File: src/sv/adcc_pkg.sv
// shared types and constants for the adc channel conditioner
package adcc_pkg;

    typedef struct packed {
        logic [11:0] sample;
        logic [7:0]  raw_channel;
    } in_item_t;

    typedef struct packed {
        logic [2:0]  logical_channel;
        logic [16:0] value_mv;
        logic [2:0]  key_code;
        logic        key_down;
        logic        key_held;
        logic        key_up;
        logic        key_idle;
    } out_item_t;

    localparam logic [2:0] NO_KEY   = 3'd5;
    localparam int         TRIM_LEN = 10;

    localparam logic [2:0] CFG_MV   = 3'd0;
    localparam logic [2:0] CFG_KEY1 = 3'd1;
    localparam logic [2:0] CFG_KEY2 = 3'd2;
    localparam logic [2:0] CFG_KEY3 = 3'd3;
    localparam logic [2:0] CFG_KEY4 = 3'd4;
    localparam logic [2:0] CFG_TOL  = 3'd5;

endpackage

File: src/sv/adcc_sorter.sv
// trimmed mean over ten samples by sequential compare and swap
module adcc_sorter (
    input  logic        clk,
    input  logic        rst_n,
    input  logic        start,
    input  logic [11:0] vals [10],
    output logic        done,
    output logic [11:0] mean
);
    import adcc_pkg::*;

    localparam logic [1:0] S_IDLE = 2'd0;
    localparam logic [1:0] S_SORT = 2'd1;
    localparam logic [1:0] S_SUM  = 2'd2;
    localparam logic [1:0] S_DIV  = 2'd3;

    // 2^16 / 6 rounded up, exact for sums below 2^15
    localparam logic [28:0] DIV6_RECIP = 29'd10923;

    logic [1:0]  state_reg;
    logic [3:0]  i_reg;
    logic [3:0]  j_reg;
    logic [11:0] arr_reg [10];
    logic [14:0] sum_reg;
    logic [11:0] q_reg;
    logic [28:0] div6_prod;

    assign div6_prod = 29'(sum_reg) * DIV6_RECIP;

    always_ff @(posedge clk or negedge rst_n)
    begin
        if (!rst_n)
        begin
            state_reg <= S_IDLE;
            done      <= 1'b0;
        end
        else
        begin
            done <= (state_reg == S_DIV);
            unique case (state_reg)
                S_IDLE:
                begin
                    if (start)
                    begin
                        arr_reg   <= vals;
                        i_reg     <= 4'd0;
                        j_reg     <= 4'd1;
                        state_reg <= S_SORT;
                    end
                end
                S_SORT:
                begin
                    if (arr_reg[i_reg] > arr_reg[j_reg])
                    begin
                        arr_reg[i_reg] <= arr_reg[j_reg];
                        arr_reg[j_reg] <= arr_reg[i_reg];
                    end
                    if (j_reg == 4'(TRIM_LEN - 1))
                    begin
                        if (i_reg == 4'(TRIM_LEN - 2))
                        begin
                            state_reg <= S_SUM;
                            i_reg     <= 4'd2;
                            sum_reg   <= '0;
                        end
                        else
                        begin
                            i_reg <= i_reg + 4'd1;
                            j_reg <= i_reg + 4'd2;
                        end
                    end
                    else
                    begin
                        j_reg <= j_reg + 4'd1;
                    end
                end
                S_SUM:
                begin
                    sum_reg <= sum_reg + 15'(arr_reg[i_reg]);
                    if (i_reg == 4'd7)
                        state_reg <= S_DIV;
                    i_reg <= i_reg + 4'd1;
                end
                S_DIV:
                begin
                    // division by six through a reciprocal multiply
                    q_reg     <= 12'(div6_prod >> 16);
                    state_reg <= S_IDLE;
                end
                default: state_reg <= S_IDLE;
            endcase
        end
    end

    assign mean = q_reg;
endmodule

File: src/sv/adc_channel_conditioner.sv
// top level of the adc channel conditioner
//
// usage: one sample and raw channel number enter per transfer on the in
// channel (in_valid/in_ready); samples on raw channels above the top channel
// are dropped without a result. every other sample yields one result on the
// out channel (out_valid/out_ready). averaging state for channels 1, 2, 4
// lies in one ring memory plus a sum memory, both synchronous reads, so an
// item takes a read step, an update step, the scaling steps (average,
// multiply, multiply, reciprocal divide) and an output step; no new item is
// taken until the result has been put out. a channel-3 sample that is not
// the tenth skips the scaling; a tenth channel-3 sample adds the sort
// engine: a compare/swap pass over every pair, a sum of the middle six and
// a divide, after which the mean is taken. after reset the ring memory is
// cleared by a pass over all its addresses during which no sample is taken;
// configuration writes take effect at once and belong between items.
// the result is held in an output register until taken; a stalled receiver
// stops the next item only when it reaches the output.
module adc_channel_conditioner #(
    parameter int SAMPLE_COUNT = 8,
    parameter int TOP_CHANNEL  = 8
) (
    input  logic                clk,
    input  logic                rst_n,
    input  logic                in_valid,
    output logic                in_ready,
    input  adcc_pkg::in_item_t  in_data,
    output logic                out_valid,
    input  logic                out_ready,
    output adcc_pkg::out_item_t out_data,
    input  logic                cfg_we,
    input  logic [2:0]          cfg_index,
    input  logic [11:0]         cfg_data
);
    import adcc_pkg::*;

    localparam int SW    = (SAMPLE_COUNT > 1) ? $clog2(SAMPLE_COUNT) : 1;
    localparam int DEPTH = 3 * SAMPLE_COUNT;
    localparam int AW    = $clog2(DEPTH);
    localparam int SUMW  = 12 + $clog2(SAMPLE_COUNT + 1);

    // average by reciprocal multiply, exact for every sum below 2^SUMW
    localparam int     AVG_K = SUMW + SW;
    localparam longint AVG_M = ((longint'(1) << AVG_K) + longint'(SAMPLE_COUNT - 1))
                               / longint'(SAMPLE_COUNT);
    localparam int     PW    = 2 * SUMW + 2;

    // reciprocals for the divisions by 100 and 1000 over the product ranges
    localparam logic [20:0] RECIP_100        = 21'd1342178;
    localparam int          RECIP_100_SHIFT  = 27;
    localparam logic [27:0] RECIP_1000       = 28'd137438954;
    localparam int          RECIP_1000_SHIFT = 37;

    localparam logic [2:0] S_CLEAR = 3'd0;
    localparam logic [2:0] S_IDLE  = 3'd1;
    localparam logic [2:0] S_READ  = 3'd2;
    localparam logic [2:0] S_UPD   = 3'd3;
    localparam logic [2:0] S_MUL   = 3'd4;
    localparam logic [2:0] S_SORT  = 3'd5;
    localparam logic [2:0] S_OUT   = 3'd6;

    logic [7:0]  mv_reg;
    logic [11:0] key1_reg, key2_reg, key3_reg, key4_reg;
    logic [7:0]  tol_reg;

    logic [2:0]  state_reg;
    logic [AW-1:0] clr_reg;
    logic [SW-1:0] slot_reg;
    logic [3:0]  fill_reg;
    logic [2:0]  hist0_reg, hist1_reg, hist2_reg;
    logic [11:0] avg3_reg;
    logic [11:0] trim_mem [TRIM_LEN];

    logic [11:0] ring_mem [DEPTH];
    logic [SUMW-1:0] sum_mem [3];
    logic [11:0] ring_q;
    logic [SUMW-1:0] sum_q;

    logic [11:0] s_reg;
    logic [2:0]  ch_reg;
    logic [1:0]  idx_reg;
    logic [AW-1:0] addr_reg;
    logic [SUMW-1:0] sumr_reg;
    logic [1:0]  step_reg;
    logic [11:0] avg_reg;
    logic [19:0] prod_reg;
    logic [26:0] prod2_reg;
    logic [16:0] quot_reg;
    logic        mul2_reg;
    out_item_t   out_reg;
    logic        out_valid_reg;

    logic        sort_start, sort_done;
    logic [11:0] sort_mean;

    logic [SW-1:0] slot_next;
    logic [2:0]  ch_next;
    logic [1:0]  idx_next;
    logic [2:0]  code_new;
    logic [SUMW-1:0] sum_new;
    logic [PW-1:0] avg_prod;
    logic [40:0] div100_prod;
    logic [54:0] div1000_prod;
    out_item_t   out_next;

    assign in_ready  = (state_reg == S_IDLE);
    assign out_valid = out_valid_reg;
    assign out_data  = out_reg;

    always_ff @(posedge clk or negedge rst_n)
    begin
        if (!rst_n)
        begin
            mv_reg   <= 8'd81;
            key1_reg <= 12'd4021;
            key2_reg <= 12'd3915;
            key3_reg <= 12'd3638;
            key4_reg <= 12'd2873;
            tol_reg  <= 8'd10;
        end
        else if (cfg_we)
        begin
            unique case (cfg_index)
                CFG_MV:   mv_reg   <= cfg_data[7:0];
                CFG_KEY1: key1_reg <= cfg_data;
                CFG_KEY2: key2_reg <= cfg_data;
                CFG_KEY3: key3_reg <= cfg_data;
                CFG_KEY4: key4_reg <= cfg_data;
                CFG_TOL:  tol_reg  <= cfg_data[7:0];
                default: ;
            endcase
        end
    end

    always_comb
    begin
        slot_next = slot_reg;
        if (in_data.raw_channel == 8'(TOP_CHANNEL))
            slot_next = (slot_reg == SW'(SAMPLE_COUNT - 1)) ? '0 : slot_reg + SW'(1);
        ch_next = in_data.raw_channel[0] ? 3'((in_data.raw_channel + 8'd1) >> 1) : 3'd0;
        case (ch_next)
            3'd1:    idx_next = 2'd0;
            3'd2:    idx_next = 2'd1;
            default: idx_next = 2'd2;
        endcase
    end

    function automatic logic in_win(input logic [11:0] s, input logic [11:0] lvl,
                                    input logic [7:0] tol);
        logic signed [14:0] v, lo, hi;
        v  = signed'({3'b0, s});
        lo = signed'({3'b0, lvl}) - signed'({7'b0, tol});
        hi = signed'({3'b0, lvl}) + signed'({7'b0, tol});
        return (v > lo) && (v < hi);
    endfunction

    always_comb
    begin
        if (in_win(s_reg, key1_reg, tol_reg))      code_new = 3'd4;
        else if (in_win(s_reg, key2_reg, tol_reg)) code_new = 3'd3;
        else if (in_win(s_reg, key3_reg, tol_reg)) code_new = 3'd2;
        else if (in_win(s_reg, key4_reg, tol_reg)) code_new = 3'd1;
        else if ({1'b0, s_reg} < 13'(tol_reg) + 13'd10) code_new = 3'd0;
        else code_new = NO_KEY;
        sum_new = ((sum_q >= SUMW'(ring_q)) ? sum_q - SUMW'(ring_q) : sum_q)
                  + SUMW'(s_reg);
    end

    assign avg_prod     = PW'(sumr_reg) * PW'(AVG_M);
    assign div100_prod  = 41'(prod_reg) * 41'(RECIP_100);
    assign div1000_prod = 55'(prod2_reg) * 55'(RECIP_1000);

    // synchronous memory ports
    always_ff @(posedge clk)
    begin
        ring_q <= ring_mem[addr_reg];
        sum_q  <= sum_mem[idx_reg];
        if (state_reg == S_CLEAR)
        begin
            ring_mem[clr_reg] <= '0;
            if (clr_reg < AW'(3))
                sum_mem[clr_reg[1:0]] <= '0;
        end
        else if (state_reg == S_UPD && ch_reg != 3'd0 && ch_reg != 3'd3)
        begin
            ring_mem[addr_reg] <= s_reg;
            sum_mem[idx_reg]   <= sum_new;
        end
        if (state_reg == S_IDLE && in_valid && ch_next == 3'd3
            && in_data.raw_channel <= 8'(TOP_CHANNEL))
            trim_mem[(fill_reg >= 4'(TRIM_LEN)) ? 4'd0 : fill_reg] <= in_data.sample;
    end

    assign sort_start = (state_reg == S_UPD) && (ch_reg == 3'd3) && (fill_reg == 4'd0);

    adcc_sorter u_sort (
        .clk   (clk),
        .rst_n (rst_n),
        .start (sort_start),
        .vals  (trim_mem),
        .done  (sort_done),
        .mean  (sort_mean)
    );

    always_ff @(posedge clk)
    begin
        if (state_reg == S_IDLE)
        begin
            s_reg    <= in_data.sample;
            ch_reg   <= ch_next;
            idx_reg  <= idx_next;
            addr_reg <= AW'(idx_next) * AW'(SAMPLE_COUNT) + AW'(slot_next);
        end
        if (state_reg == S_UPD)
        begin
            mul2_reg <= (ch_reg == 3'd2) || (ch_reg == 3'd4);
            sumr_reg <= sum_new;
        end
        if (state_reg == S_MUL)
        begin
            case (step_reg)
                2'd0: avg_reg <= 12'(avg_prod >> AVG_K);
                2'd1: prod_reg <= 20'((ch_reg == 3'd0) ? s_reg : avg_reg) * 20'(mv_reg);
                2'd2: prod2_reg <= 27'(prod_reg) * 27'd87;
                default:
                    quot_reg <= mul2_reg ? 17'(div1000_prod >> RECIP_1000_SHIFT)
                                         : 17'(div100_prod >> RECIP_100_SHIFT);
            endcase
        end
    end

    always_comb
    begin
        out_next                 = '0;
        out_next.logical_channel = ch_reg;
        out_next.key_code        = NO_KEY;
        if (ch_reg == 3'd0)
        begin
            out_next.value_mv = quot_reg;
            out_next.key_code = (hist1_reg == hist2_reg) ? hist1_reg : NO_KEY;
            if (hist0_reg == NO_KEY && hist1_reg == hist2_reg && hist2_reg <= 3'd4)
                out_next.key_down = 1'b1;
            else if (hist0_reg == hist1_reg && hist1_reg == hist2_reg
                     && hist2_reg <= 3'd4)
                out_next.key_held = 1'b1;
            else if (hist0_reg <= 3'd4 && hist0_reg == hist1_reg
                     && hist2_reg == NO_KEY)
                out_next.key_up = 1'b1;
            else
                out_next.key_idle = 1'b1;
        end
        else if (ch_reg == 3'd3)
            out_next.value_mv = 17'(avg3_reg);
        else if (ch_reg == 3'd2)
            out_next.value_mv = quot_reg + 17'd900;
        else
            out_next.value_mv = quot_reg;
    end

    always_ff @(posedge clk or negedge rst_n)
    begin
        if (!rst_n)
        begin
            state_reg     <= S_CLEAR;
            clr_reg       <= '0;
            slot_reg      <= '0;
            fill_reg      <= '0;
            step_reg      <= '0;
            hist0_reg     <= NO_KEY;
            hist1_reg     <= NO_KEY;
            hist2_reg     <= NO_KEY;
            avg3_reg      <= '0;
            out_valid_reg <= 1'b0;
            out_reg       <= '0;
        end
        else
        begin
            if (out_valid_reg && out_ready && state_reg != S_OUT)
                out_valid_reg <= 1'b0;
            unique case (state_reg)
                S_CLEAR:
                begin
                    clr_reg <= clr_reg + AW'(1);
                    if (clr_reg == AW'(DEPTH - 1))
                        state_reg <= S_IDLE;
                end
                S_IDLE:
                begin
                    if (in_valid && in_data.raw_channel <= 8'(TOP_CHANNEL))
                    begin
                        slot_reg  <= slot_next;
                        state_reg <= S_READ;
                        if (ch_next == 3'd3)
                            fill_reg <= (fill_reg >= 4'(TRIM_LEN - 1)) ? 4'd0
                                        : fill_reg + 4'd1;
                    end
                end
                S_READ: state_reg <= S_UPD;
                S_UPD:
                begin
                    if (ch_reg == 3'd0)
                    begin
                        hist0_reg <= hist1_reg;
                        hist1_reg <= hist2_reg;
                        hist2_reg <= code_new;
                    end
                    if (sort_start)
                        state_reg <= S_SORT;
                    else if (ch_reg == 3'd3)
                        state_reg <= S_OUT;
                    else
                        state_reg <= S_MUL;
                end
                S_SORT:
                begin
                    if (sort_done)
                    begin
                        avg3_reg  <= sort_mean;
                        state_reg <= S_OUT;
                    end
                end
                S_MUL:
                begin
                    step_reg <= step_reg + 2'd1;
                    if (step_reg == 2'd3)
                        state_reg <= S_OUT;
                end
                S_OUT:
                begin
                    if (!out_valid_reg || out_ready)
                    begin
                        out_valid_reg <= 1'b1;
                        out_reg       <= out_next;
                        state_reg     <= S_IDLE;
                    end
                end
                default: state_reg <= S_IDLE;
            endcase
        end
    end
endmodule
File: config.mk
export PLATFORM = sky130hd
export DESIGN_NAME = adc_channel_conditioner
export DESIGN_NICKNAME = d
export VERILOG_FILES = /design/src/sv/adcc_pkg.sv /design/src/sv/adcc_sorter.sv /design/src/sv/adc_channel_conditioner.sv
export SDC_FILE = /design/constraint.sdc
export NUM_CORES = 2
export LEC_CHECK = 0
export BUFFER_PORTS_ARGS = -buffer_cell sky130_fd_sc_hd__clkbuf_2
export CORE_MARGIN = 4
export CORE_UTILIZATION = 65
export DETAILED_ROUTE_END_ITERATION = 8
export PLACE_DENSITY = 0.93
export SLEW_MARGIN = 15
export SYNTH_ARGS = -nofsm -noshare
export SYNTH_HDL_FRONTEND = slang
export SYNTH_SLANG_ARGS = --single-unit
export TNS_END_PERCENT = 30
File: constraint.sdc
create_clock -name clk -period 9.2 [get_ports clk]
set_input_delay 2.76 -clock clk [delete_from_list [all_inputs] [get_ports clk]]
set_output_delay 2.76 -clock clk [all_outputs]
set_load 0.01 [all_outputs]
; ---- Word-level counts from Yosys, hierarchy flattened
; Memories as Yosys holds them, arrays and structs flattened. A register that Yosys moved wholly into a read port is not among the register bits.
; Index checks and enable logic that the tools add are counted.
[word_totals]
regBits = 522
ramBits = 336
inputBits = 40
output_inout_bits = 29
word_cells = 307
mem_count = 2
[mem_list]
columns = memory, words, word_bits, read_ports, rd_ports_with_merged_regs, write_ports, line
row1 = ring_mem, 24, 12, 1, 1, 1, adc_channel_conditioner.sv:73  ; logic [11:0] ring_mem [DEPTH];
row2 = sum_mem, 3, 16, 1, 1, 1, adc_channel_conditioner.sv:74  ; logic [SUMW-1:0] sum_mem [3];
[op_classes]
addsub = 22
mul = 5
n_lt_le_gt_ge = 23
n_eq_ne = 46
n_mux = 84
bitwise = 4
n_reduce_logical = 61
[ops]
columns = cell, n
row1 = $bwmux 120, 3
row2 = $mux 120, 2
row3 = $pmux 120 s2, 1
row4 = $demux 12 s4, 3
row5 = $mux 12, 9
row6 = $bmux 12 s4, 2
row7 = $mul 27x27->53 const B, 1
row8 = $add 12x8->13, 4
row9 = $gt 13x13->1, 4
row10 = $lt 12x13->1, 4
row11 = $sub 12x8->13, 4
row12 = $mux 17, 3
row13 = $mux 3, 15
row14 = $mul 20x20->40 const B, 1
row15 = $mux 16, 2
row16 = $mux 4, 8
row17 = $mux 15, 2
row18 = $pmux 15 s2, 1
row19 = $reduce_and 2->1, 15
row20 = $mul 15x14->28 const B, 1
row21 = $eq 3x3->1 const B, 9
row22 = $mul 20x7->27 const B, 1
row23 = $eq 3x2->1 const B, 8
row24 = $logic_and 1x1->1, 23
row25 = other kinds (58), 119

; ---- Longest topological paths before layout
[depth]
word_depth = 9
ltp_mapped = 26
ltp_nobuf = 24

; ---- By module
; Synthesis repeated with hierarchy kept, for this count alone.
[hier_totals]
cells_unflattened = 5920
area_unflattened_um2 = 70039.7
[by_module_without_submodules]
columns = module, instances, cells_each, area_per_inst_um2, seq_area_each_um2
row1 = adc_channel_conditioner, 1, 4705, 56121.3, 20832.5
row2 = adcc_sorter, 1, 1215, 13918.3, 4729.5

; ---- Least setup slack after synthesis
; Ideal clock, no wire load.
[synth_timing]
path_kind = register to register
from = reg prod_reg[13]
to = reg quot_reg[11] (data pin)
t_arrival_ps = 6093
required_ps = 8934
path_slack_ps = 2840
stages_incl_launch_ff = 23
n_path_buf = 0
synth_period_minus_slack_ps = 6360
path_cell_list = edfxtp_1 ha_1 fa_1 inv_1 fa_1 inv_1 fa_1 fa_1 fa_1 inv_1 fa_1 inv_1 ha_1 a21oi_1 a21oi_1 o31ai_1 a311oi_1 o2111ai_1 a21boi_0 or2_2 a21oi_1 xor2_1 mux2i_1
[synth_via]
elab_chain_cells = 2
[synth_rtl]
columns = element, line
row1 = start: declaration, adc_channel_conditioner.sv:85  ; logic [19:0] prod_reg;
row2 = start signal: assignment, adc_channel_conditioner.sv:222  ; 2'd1: prod_reg <= 20'((ch_reg == 3'd0) ? s_reg : avg_reg) * 20'(mv_reg);
row3 = $mul 20x20->40, adc_channel_conditioner.sv:169  ; assign div100_prod = 41'(prod_reg) * 41'(RECIP_100);
row4 = $mux 14, adc_channel_conditioner.sv:225  ; quot_reg <= mul2_reg ? 17'(div1000_prod >> RECIP_1000_SHIFT)
row5 = end signal: assignment, adc_channel_conditioner.sv:225
row6 = end: declaration, adc_channel_conditioner.sv:87  ; logic [16:0] quot_reg;
; Every way passes these cells.
; A chain may end at the register's enable or synchronous reset.

; ---- Worst setup path in the final report
; Same ends and word-level chain as after synthesis.

==> results.ini <==
[global_routing]
grt_pass1_wl_um = 299000
antenna_found_initial = 9
gr-usage-all-layers = 0.348
grt_overflow = 0
grt_pass1_vias = 51800
grt_start_max_net_pins = 96

[die]
die_area_um2 = 112000
start_util = 0.658
core-area_um2 = 106000
io_pins = 69
fp.dieW_um = 335
die_h_um = 335
rows = 119

[worst_setup_path]
cp.arrival_ns = 7.51
cp_slowest_cell = edfxtp_1
rr_worst_depth = 22
crit_buf_inv = 4
r2r-start = prod_reg[13]
worstPathMaxFanout = 10
critPathMostFrequentCell = fa_1
cpLargestDelayFamily = adder cells
critical_path_class = flop to flop
crit_chain = ha_1 -> fa_1 -> inv_1 -> fa_1 -> inv_1 -> fa_1 -> fa_1 -> fa_1 -> inv_1 -> fa_1 -> inv_1 -> ha_1 -> a21oi_1 -> a21oi_1 -> o31ai_1 -> a311oi_1 -> o2111ai_1 -> a21boi_0 -> or2_2 -> a21oi_1 -> xor2_1 -> mux2i_1
worst_setup_path_end_kind = flop
required_ns = 9.65
slowest_delay_ns = 0.73
timing.rr.end = quot_reg[11]
cp-start-kind = flop
r2r_slack_ns = 2.14

[route]
drt_wl_total_um = 194000
first_pass_iters = 8
drcViolationCount = 0
routedWlPerCell_um = 25.7
via_count = 49400
drtIter0Drc = 6916
routedLengthMet1_um = 68400
routed_via_density = 6.55
dr_wl_met3_um = 24400
postRouteAntennaNets = 0
highest-signal-layer = met5
met2_length_um = 88700

[min_path]
hold_depth = 0
holdPathEnd = avg_reg[11]
hold_path.startpoint = sumr_reg[14]
hold_class = flop to flop

[clock_tree]
cts_root_buffer = clkbuf_16
cts-buffers-inserted = 90
cts_tree = built
h-tree-depth = 3
worstSkewPairLatency_ns = 0.74
cts_sinks = 881
postCtsResizedCells = 0
cts_setup_buffers = 0
clk_transition_reported_paths_ns = 0.06
cts_hold_buf = 0
cts_max_path_buffers = 3

[synthesis]
syn_inst = 6020
ys_async_sr_fraction = 0.151
synthFlopType = edfxtp_1
synthDistinctLibCells = 85
synth_area_leaders = edfxtp_1 (31%), ha_1 (16%), fa_1 (15%), inv_1 (5.6%), mux4_2 (4.3%)
yosysMostFrequentCell = inv_1
yosysSeqAreaShare = 0.367
yosys.area.top_type = edfxtp_1
ys_ff_latch = 881
synth_nets = 7506
synth_commonest_cells = inv_1 (1,036), ha_1 (910), edfxtp_1 (720), fa_1 (536)
synth_top_cell_area_share = 0.310
avgSynthCellArea_um2 = 11.6
synth_edf_count = 720
netlist_area_um2 = 69600
yosys_warnings = 0

[place]
place_ws_ns = 2.15
port-buffer-count = 68
dp_hpwl_um = 136000
place_congestion = 1.02
placed_area_um2 = 71800

[pwr]
leakage_nw = 32.6
power_switching_w = 0.00320
p_int_w = 0.00767
p_per_area_nw_per_um2 = 145
p_seq_frac = 0.419
p_comb_frac = 0.226
power_w = 0.0109
ir_worst_vdd_uv = 215
swShare = 0.294
p_clk_frac = 0.355

[layout]
fin_nets = 7561
drive_gt1_frac = 0.0990
largest_register_ffs = 288
final_cell_area_um2 = 74900
syn2layout_area_growth_pct = 7.61
num-fill-cells = 6588

[timing]
hold_violations = 0
fin_skew_ns = 0.0876
maxSlewHeadroom = 0.135
fin_crit_ns = 7.06
fmaxAchievable_ghz = 0.142
worstMarginPinSlew_ns = 1.29
final.setup.tns_ns = 0
report.final.slew_viol_count = 0
whs_ns = 0.420
grt_setup_unrepaired = false
setup_viol = 0
fin_ws_ns = 2.14
period_share = 0.768

[run_status]
status = complete, no violations

[flow_run]
maxCapViolations = 0

worst register-to-register path: stages (launching register included):
cell       delay (ns)
edfxtp_1         0.73
ha_1             0.37
fa_1             0.54
inv_1            0.07
fa_1             0.47
inv_1            0.05
fa_1             0.46
fa_1             0.51
fa_1             0.54
inv_1            0.05
fa_1             0.49
inv_1            0.04
ha_1             0.32
a21oi_1          0.15
a21oi_1          0.10
o31ai_1          0.41
a311oi_1         0.19
o2111ai_1        0.38
a21boi_0         0.17
or2_2            0.32
a21oi_1          0.18
xor2_1           0.16
mux2i_1          0.08
cell type report:
| type | count | area, µm² | area share |
|---|---|---|---|
| Multi-Input combinational cell | 3898 | 39600 | 0.528 |
| Sequential cell | 881 | 25600 | 0.341 |
| Inverter | 1037 | 3890 | 0.0519 |
| Clock buffer | 113 | 2390 | 0.0319 |
| Tap cell | 1391 | 1740 | 0.0232 |
| Timing Repair Buffer | 167 | 1090 | 0.0145 |
| Clock inverter | 55 | 691 | 0.00922 |
| Antenna cell | 1 | 2.50 | 0.0000334 |
stage by stage:
stage	util	instances
floorplan	-	6020
global placement	0.678	7374
detailed placement	0.678	7374
CTS	0.708	7542
global route	0.708	7542
finish	0.708	7543
power groups by stage:
stage               clock network (W)  logic, W  registers (W)
floorplan                           0   0.00191        0.00455
global placement                    0   0.00225        0.00462
detailed placement                  0   0.00239        0.00463
CTS                           0.00384   0.00244        0.00455
global route                  0.00403   0.00278        0.00456
finish                        0.00386   0.00246        0.00455
layout by cell type (no fill, tap or decap), types with 15 or more instances in the layout:
cell type  netlist  layout
o21a_1          38      38
o21bai_1        31      31
nor3_1          54      52
nor4_1          20      18
o22ai_1         27      15
xnor2_1        133     133
clkbuf_1       175      18
clkbuf_16        0      90
a21o_1          78      78
and3_1          24      24
nand2b_1        42      41
clkbuf_2         0      67
xor2_1          84      84
mux2i_1         88      88
dfxtp_1         28      28
dfstp_2         42      42
fa_1           536     536
nor2_1         286     283
nor2b_1         54      54
nand2_1        311     311
nand3_1         46      46
and2_1          90      90
mux2_2          81      81
a211oi_1        21      21
or3_1           18      18
buf_4            0      99
mux4_2         132     132
inv_1         1036    1036
nand4_1         28      28
a21oi_1        311     311
a22oi_1        122     122
dfrtp_1         91      91
ha_1           910     909
edfxtp_1       720     720
o21ai_0        157     157
routing by layer:
metal  up-vias  global-route usage
li1      20900                   -
met1     23900               0.442
met2      3670               0.552
met3       907               0.100
met4         6               0.175
met5         -                   0
worst max path at each step:
stage | start | endpoint | cells past startpoint
4_1_cts | prod_reg[11] | quot_reg[11] | 22
5_1_grt | prod_reg[6] | quot_reg[11] | 24
3_5_place_dp | prod_reg[13] | quot_reg[11] | 22
2_1_floorplan | prod_reg[13] | quot_reg[11] | 22
6_report | prod_reg[13] | quot_reg[11] | 22
3_3_place_gp | prod_reg[13] | quot_reg[11] | 22
cell families (layout without fill, tap and decap cells):
family | after synthesis | after routing | synth area share
flops | 881 | 881 | 0.367
fa+ha+maj | 1446 | 1446 | 0.318
buf+inv | 1241 | 1372 | 0.0670
simple gates | 1015 | 1015 | 0.0690
other cells | 0 | 1 | 0
compound gates | 919 | 919 | 0.0835
mux | 301 | 301 | 0.0684
xor+xnor | 217 | 217 | 0.0273
Note: power is estimated with default switching activity, not from simulation.
